===== config.mk =====
export PLATFORM = sky130hd
export DESIGN_NAME = sti_cell
export DESIGN_NICKNAME = d
export VERILOG_FILES = /design/src/rtl/sti_pkg.sv /design/src/rtl/sti_cell.sv
export SDC_FILE = /design/constraint.sdc
export NUM_CORES = 1
export LEC_CHECK = 0
export BUFFER_PORTS_ARGS = -buffer_cell sky130_fd_sc_hd__clkbuf_2
export CORE_MARGIN = 4
export CORE_UTILIZATION = 45
export DETAILED_ROUTE_END_ITERATION = 8
export MAX_ROUTING_LAYER = met4
export PLACE_DENSITY = 0.8
export SYNTH_ARGS = -nofsm -noshare
export SYNTH_HDL_FRONTEND = slang
export SYNTH_SLANG_ARGS = --single-unit

===== constraint.sdc =====
create_clock -name clk -period 6.3 [get_ports clk]
set_clock_uncertainty 0.1 [all_clocks]
set_input_delay 0.315 -clock clk [delete_from_list [all_inputs] [get_ports clk]]
set_output_delay 0.315 -clock clk [all_outputs]
set_load 0.02 [all_outputs]

===== src/rtl/sti_pkg.sv =====
// ---------------------------------------------------------------------------
// sti_pkg: shared types for the sorted table insert core
// Holds field widths, the result status codes, the sequencer states and the
// control bundle that the top level sends down the row of table cells.
// ---------------------------------------------------------------------------
package sti_pkg;

	localparam int KEY_W     = 31;
	localparam int PAYLOAD_W = 32;

	typedef enum logic [1:0] {
		ST_INSERTED  = 2'd0,
		ST_DUPLICATE = 2'd1,
		ST_FULL      = 2'd2
	} status_t;

	typedef enum logic {
		S_IDLE,
		S_UPDATE
	} state_t;

	typedef struct packed {
		logic cmp;   // compare the incoming key against every held entry
		logic ins;   // commit the insert: hold, load or shift up
	} cell_ctrl_t;

endpackage


===== src/rtl/sti_cell.sv =====
// ---------------------------------------------------------------------------
// sti_cell: one table slot
// Holds one key and payload with a valid bit, compares the held key against
// the request key, and on insert either holds, takes the new entry, or takes
// the entry of its lower neighbor.
// ---------------------------------------------------------------------------
module sti_cell
	import sti_pkg::*;
(
	input  logic                 clk,
	input  logic                 arst_n,
	input  cell_ctrl_t           ctrl,
	input  logic [KEY_W-1:0]     cmp_key,
	input  logic [KEY_W-1:0]     new_key,
	input  logic [PAYLOAD_W-1:0] new_payload,
	input  logic [KEY_W-1:0]     prev_key,
	input  logic [PAYLOAD_W-1:0] prev_payload,
	input  logic                 prev_valid,
	input  logic                 prev_lt,
	output logic [KEY_W-1:0]     key_q,
	output logic [PAYLOAD_W-1:0] payload_q,
	output logic                 valid_q,
	output logic                 lt_q,
	output logic                 eq_q,
	output logic                 hit
);

	// first slot whose key is not below the request key
	assign hit = prev_lt && !lt_q;

	always_ff @(posedge clk or negedge arst_n) begin
		if (!arst_n) begin
			valid_q <= 1'b0;
			lt_q    <= 1'b0;
			eq_q    <= 1'b0;
		end else begin
			if (ctrl.cmp) begin
				lt_q <= valid_q && (key_q < cmp_key);
				eq_q <= valid_q && (key_q == cmp_key);
			end
			if (ctrl.ins && !lt_q) begin
				valid_q <= hit ? 1'b1 : prev_valid;
			end
		end
	end

	always_ff @(posedge clk) begin
		if (ctrl.ins && !lt_q) begin
			key_q     <= hit ? new_key : prev_key;
			payload_q <= hit ? new_payload : prev_payload;
		end
	end

endmodule


==> results of run 1 <==
[placed cells by master (no fill, tap or decap), types with 2 or more instances in the layout]
| cell type | instances |
|---|---|
| nor2b_4 | 2 |
| edfxtp_1 | 63 |
| a21oi_1 | 13 |
| clkinvlp_4 | 2 |
| clkinv_4 | 2 |
| and4_1 | 2 |
| clkbuf_8 | 9 |
| ha_1 | 31 |
| o21ai_0 | 4 |
| a21boi_0 | 2 |
| buf_4 | 2 |
| nand4_1 | 3 |
| bufinv_16 | 2 |
| nand2_1 | 8 |
| dfrtp_1 | 3 |
| inv_1 | 34 |
| nand3_1 | 2 |
| nor2_1 | 5 |
| mux2_1 | 55 |
| a211oi_1 | 2 |
| clkbuf_2 | 229 |
| mux2_2 | 8 |
[metrics by stage]
step                total power, uW  util (%)  instances  hold slack [ns]
finish                         1310      65.4        598            0.113
CTS                            1320      65.4        598           0.0919
global placement                917      62.5        582           0.0171
detailed placement              931      62.5        582           0.0225
global route                   1380      65.4        598           0.0950
floorplan                       800         -        256          -0.0806
[power by group]
part	internal [uW]	leakage (uW)	switching, uW
logic	143	0.00174	195
registers	555	0.000634	24.0
clock network	222	0.000102	167
[routing by layer]
| layer | part of all wire (%) | vias up | track usage (%) | routed length [um] |
|---|---|---|---|---|
| li1 | - | 1421 | - | - |
| met1 | 35 | 1360 | 21.3 | 3390 |
| met2 | 55 | 128 | 40.2 | 5270 |
| met3 | 8.8 | 9 | 7.75 | 848 |
| met4 | 1.1 | 0 | 4.43 | 102 |
| met5 | 0 | - | - | 0 |
[layout make-up]
class	instances	area (sq um)	area share, %
multi-input combinational	149	1450	28.6
timing repair buffer	232	1170	23.2
clock buffer	9	124	2.45
inverter	34	128	2.52
tap	102	128	2.52
sequential	66	1970	38.9
clock inverter	6	92.6	1.83
[registers in the layout, indices dropped and copies added (netlist names)]
register   count
lt_q           1
eq_q           1
key_q         31
payload_q     32
valid_q        1
[path summary, 6_finish.rpt]
check	endpoint	slack [ns]	cells after the start
min	eq_q$_DFFE_PN0P_	0.11	2
max	payload_q[30]$_DFFE_PP_	3.83	3
min reg2reg	eq_q$_DFFE_PN0P_	0.43	2
min in group asynchronous	eq_q$_DFFE_PN0P_	0.22	2
max in group asynchronous	valid_q$_DFFE_PN0P_	5.75	2
max reg2reg	payload_q[30]$_DFFE_PP_	3.83	3
[worst max-delay path, cell delays in order, from the launching register on]
cell	delay [ns]
dfrtp_1	0.45
nor2b_4	0.77
buf_4	0.51
mux2_2	0.39
[logic make-up after synthesis]
family | after synthesis | synth area share (%)
fa+ha+maj | 31 | 10.9
compound gates | 28 | 4.66
simple gates | 27 | 4.66
flops | 66 | 55.0
mux | 63 | 19.8
buf+inv | 41 | 4.97
==> qor.csv, run 1 <==
metric,value,unit
final hold violation count,0,
post-synthesis register bit count,66,
First DRT Iteration DRCs,42,
biggest area consumer among synthesized cells,edfxtp_1,
Setup CP Type,reg2reg,
synth warn,0,
H-tree Lvls,3,
fin area,0.00505,sq mm
Leak,0.00248,uW
"Req. time, crit path",6.28,ns
drt wl/cell,16.1,um
Overflow after GRT,0,
Critical Path Source Type,flip-flop,
Initial Utilization,46.3,%
Worst setup EP type,flip-flop,
worst hold start,ctrl[1],
core footprint,0.00773,sq mm
synth top area cells,"edfxtp_1 (53%), mux2_1 (17%), ha_1 (11%)",
die height,97.1,um
Synth Area per Inst,14.0,sq um
largest net degree at the start of global routing,66,
final setup margin,3.83,ns
Netlist Area Pre-Place,0.00357,sq mm
ys flop type,edfxtp_1,
fmax,404,MHz
die footprint,0.00943,sq mm
RSZ-0062 raised after global routing,no,
vias in the first global route,3305,
Antenna Violating Nets Remaining,0,
Max VDD drop,245,uV
CP arrival,2.45,ns
CTS tree,built,
# clock sinks,66,
final wirelength,9610,um
Async SR Flop Fraction,4.55,%
port bufs,229,
"Period Utilization, post-route",39.3,%
top post-synthesis cells by count,"edfxtp_1 (63), mux2_1 (55), inv_1 (34)",
max_cap viols,0,
gp weighted congestion,0.870,
fin nets,686,
clock slew at reported path FFs,0.07,ns
post-layout min period,2.47,ns
CTS resizes,0,
first-pass detailed-route iteration total,4,
number of fillers in the final layout,603,
# hold bufs at CTS,1,
DP HPWL,7950,um
n_diodes,0,
Reg2Reg Launch Point,lt_q$_DFFE_PN0P_,
Post-DP Area,0.00483,sq mm
Root Buffer,clkbuf_8,
initial antenna violation count,0,
vias post-DR,2918,
first-pass GRT wire length,15600,um
Setup-failing EPs final,0,
drt drc,0,
Synth Instances,256,
sequential area share after synthesis,55.0,%
syn nets,450,
GRT Util Overall,21.5,%
Slew HR,36.7,%
Least-Margin Pin Slew,0.947,ns
CP startpoint,lt_q$_DFFE_PN0P_,
Place WS,3.79,ns
Power Density,258,mW/mm^2
fin. max-slew vios,0,
count of cell types in the netlist,30,
maximum fanout along the worst path,33,
Clock Latency Late Sink,0.33,ns
IO Pins,230,
Die X,97.1,um
Hold Path Class,in2reg,
row count,32,
routed vias/inst,4.88,
setup TNS,0,ns
postcts setup bufs,0,
Max clock buf depth,2,
outcome,"complete, no violations",
Post-synth EDFFs,63,
share of the synthesized area in the top cell type,52.9,%
share of cells above drive strength 1,52.2,%
"count leader, synth",edfxtp_1,
Inserted Clock Buffers,9,
area grow syn2layout,41.4,%
No activity file was read; power rests on OpenSTA's default activity.
==> run 2: changes to the inputs <==
- ABC_AREA: default -> 1
- CORE_UTILIZATION: 45 -> 40
- PLACE_DENSITY: 0.8 -> 0.74
- clock period: 6.3 -> 2 ns (I/O delays scaled with it)
==> run 2 against run 1 <==
Compared with the run above: total power increased to 3.6 times the previous value; final cell count increased by 54%; global-route usage increased by 5.0 points; wire length increased by 46%; count of clock-buffer cells in the layout increased by 1; area after synthesis increased by 6.6%; worst setup slack got worse by 3.7 ns; register-to-register slack got worse by 3.5 ns; sequential share of layout area decreased by 8.6 points; critical path depth unchanged; die area increased by 18%; largest cell class is now non-clock buffers.
==> qor.csv, run 2 <==
metric,value,unit
highest-count cells in the layout ignoring fill and taps,"nand2_1 (234), clkbuf_2 (229), dlygate4sd3_1 (129)",
Seq pwr share,39.4,%
Hold Path Class,in2async,
DP HPWL,8380,um
DR WL met3,1390,um
"commonest non-fill, non-tap cell in the layout",nand2_1,
Setup CP Type,reg2out,
core footprint,0.00924,sq mm
port bufs,229,
Clock Power Share,28.9,%
count of cell types in the netlist,22,
final wirelength,14000,um
syn nets,623,
DRT met1 WL,4740,um
"Req. time, crit path",1.80,ns
share of cells above drive strength 1,31.9,%
GRT Util Overall,26.4,%
Overflow after GRT,0,
routed wl met2,7470,um
Max clock buf depth,2,
Sw Share,32.3,%
initial antenna violation count,0,
synth top area cells,"edfxtp_1 (50%), nand2_1 (23%), ha_1 (10%)",
n_diodes,0,
area grow syn2layout,70.3,%
Die X,106,um
drt wl/cell,15.2,um
Crit path largest cell delay,0.46,ns
Crit-path slowest cell,dfrtp_1,
outcome,"complete, no violations",
Initial Utilization,41.2,%
die footprint,0.0112,sq mm
gp weighted congestion,0.802,
Post-synth EDFFs,63,
ys flop type,edfxtp_1,
routed vias/inst,4.66,
Largest Register,payload_q,
Leak,0.00347,uW
Synth Area per Inst,8.88,sq um
row count,35,
IO Pins,230,
vias in the first global route,4804,
Inserted Clock Buffers,9,
fin. max-slew vios,0,
Clock Latency Late Sink,0.34,ns
Logic pwr share,31.7,%
first-pass detailed-route iteration total,5,
Async SR Flop Fraction,4.55,%
"Period Utilization, post-route",93.0,%
Netlist Area Pre-Place,0.00381,sq mm
# clock sinks,66,
number of fillers in the final layout,638,
CP arrival,1.66,ns
max_cap viols,0,
Critical Path Source Type,flip-flop,
clock slew at reported path FFs,0.07,ns
vias post-DR,4292,
fin nets,982,
synth warn,0,
RSZ-0062 raised after global routing,no,
sequential area share after synthesis,51.6,%
Largest regs,"payload_q x32, key_q x31",
die height,106,um
postcts setup bufs,0,
maximum fanout along the worst path,64,
First DRT Iteration DRCs,211,
final setup margin,0.140,ns
H-tree Lvls,3,
Least-Margin Pin Slew,0.622,ns
post-layout min period,1.86,ns
top post-synthesis cells by count,"nand2_1 (234), edfxtp_1 (63), inv_1 (45)",
first-pass GRT wire length,22600,um
Root Buffer,clkbuf_8,
post-synthesis register bit count,66,
Power Density,734,mW/mm^2
internal power,3220,uW
crit-path cells,nor2_4 > buf_6 > clkbuf_2,
Antenna Violating Nets Remaining,0,
final hold violation count,0,
CTS tree,built,
P_sw,1540,uW
Worst setup EP type,output port,
Slew HR,58.5,%
Synth Instances,429,
Place WS,0.225,ns
share of the synthesized area in the top cell type,49.6,%
fmax,538,MHz
setup TNS,0,ns
drt drc,0,
DR top layer,met4,
largest net degree at the start of global routing,65,
Setup-failing EPs final,0,
Max VDD drop,506,uV
max FFs per register,32,
"count leader, synth",nand2_1,
biggest area consumer among synthesized cells,edfxtp_1,
[run 2: repair_timing]
| action | 4_1_cts | 5_1_grt |
|---|---|---|
| hold buffers | 129 | 0 |
| setup endpoints to repair | 0 | 2 |
| resized for setup | 0 | 3 |
| hold endpoints to repair | 69 | 0 |
[run 2: layout make-up]
type                    count  area, sq um  area share, %
multi-input cells         303         1480           22.8
clock buffers              10          128           1.97
well taps                 129          161           2.49
clock inverters             6          115           1.77
inverters                  47          179           2.76
repair buffers            361         2460           38.0
flip-flops and latches     66         1970           30.3
[run 2: power by group through the flow]
stage / Combinational (uW) / Sequential [uW] / Clock (uW)
after floorplan: 650 / 2130 / 0
after global placement: 1220 / 1890 / 0
after detailed placement: 1270 / 1900 / 0
after CTS: 1470 / 1880 / 1390
after global routing: 1660 / 1900 / 1460
final: 1510 / 1880 / 1370
[run 2: per-stage QoR]
stage	total power (uW)	instances	util [%]	hold WS (ns)	cell area, sq um
floorplan	2780	429	-	-0.296	3820
global placement	3110	777	53.6	-0.201	4950
detailed placement	3170	777	53.6	-0.191	4950
CTS	4740	922	70.2	0.00244	6480
global route	5020	922	70.3	0.0122	6490
finish	4760	922	70.3	0.0129	6490
[run 2: path summary, 6_finish.rpt]
| check | from | to | slack, ns | depth (start not counted) |
|---|---|---|---|---|
| max reg2reg | key_q[26]$_DFFE_PP_ | lt_q$_DFFE_PN0P_ | 0.35 | 9 |
| min reg2reg | eq_q$_DFFE_PN0P_ | eq_q$_DFFE_PN0P_ | 0.44 | 2 |
| max | lt_q$_DFFE_PN0P_ | hit | 0.14 | 3 |
| max in group asynchronous | arst_n | eq_q$_DFFE_PN0P_ | 1.66 | 2 |
| min | arst_n | valid_q$_DFFE_PN0P_ | 0.01 | 2 |
| min in group clk | prev_lt | valid_q$_DFFE_PN0P_ | 0.03 | 5 |
[run 2: layer usage]
layer,vias up,track usage (%)
met4,0,10.5
met1,1946,26.6
li1,2076,-
met5,-,-
met2,229,48.1
met3,41,7.59
[run 2: logic make-up after synthesis]
| group | after synthesis | synth area share [%] |
|---|---|---|
| AOI/OAI and AO/OA | 14 | 2.00 |
| adders and majority gates | 31 | 10.2 |
| buffers and inverters | 60 | 9.95 |
| DFF | 66 | 51.6 |
| and+or+nand+nor | 258 | 26.3 |
[run 2: critical path: cells and delay by family (launching register included)]
family	cells	cell delay, ns
buffers and inverters	2	0.67
flip-flops	1	0.46
AND/OR/NAND/NOR	1	0.17
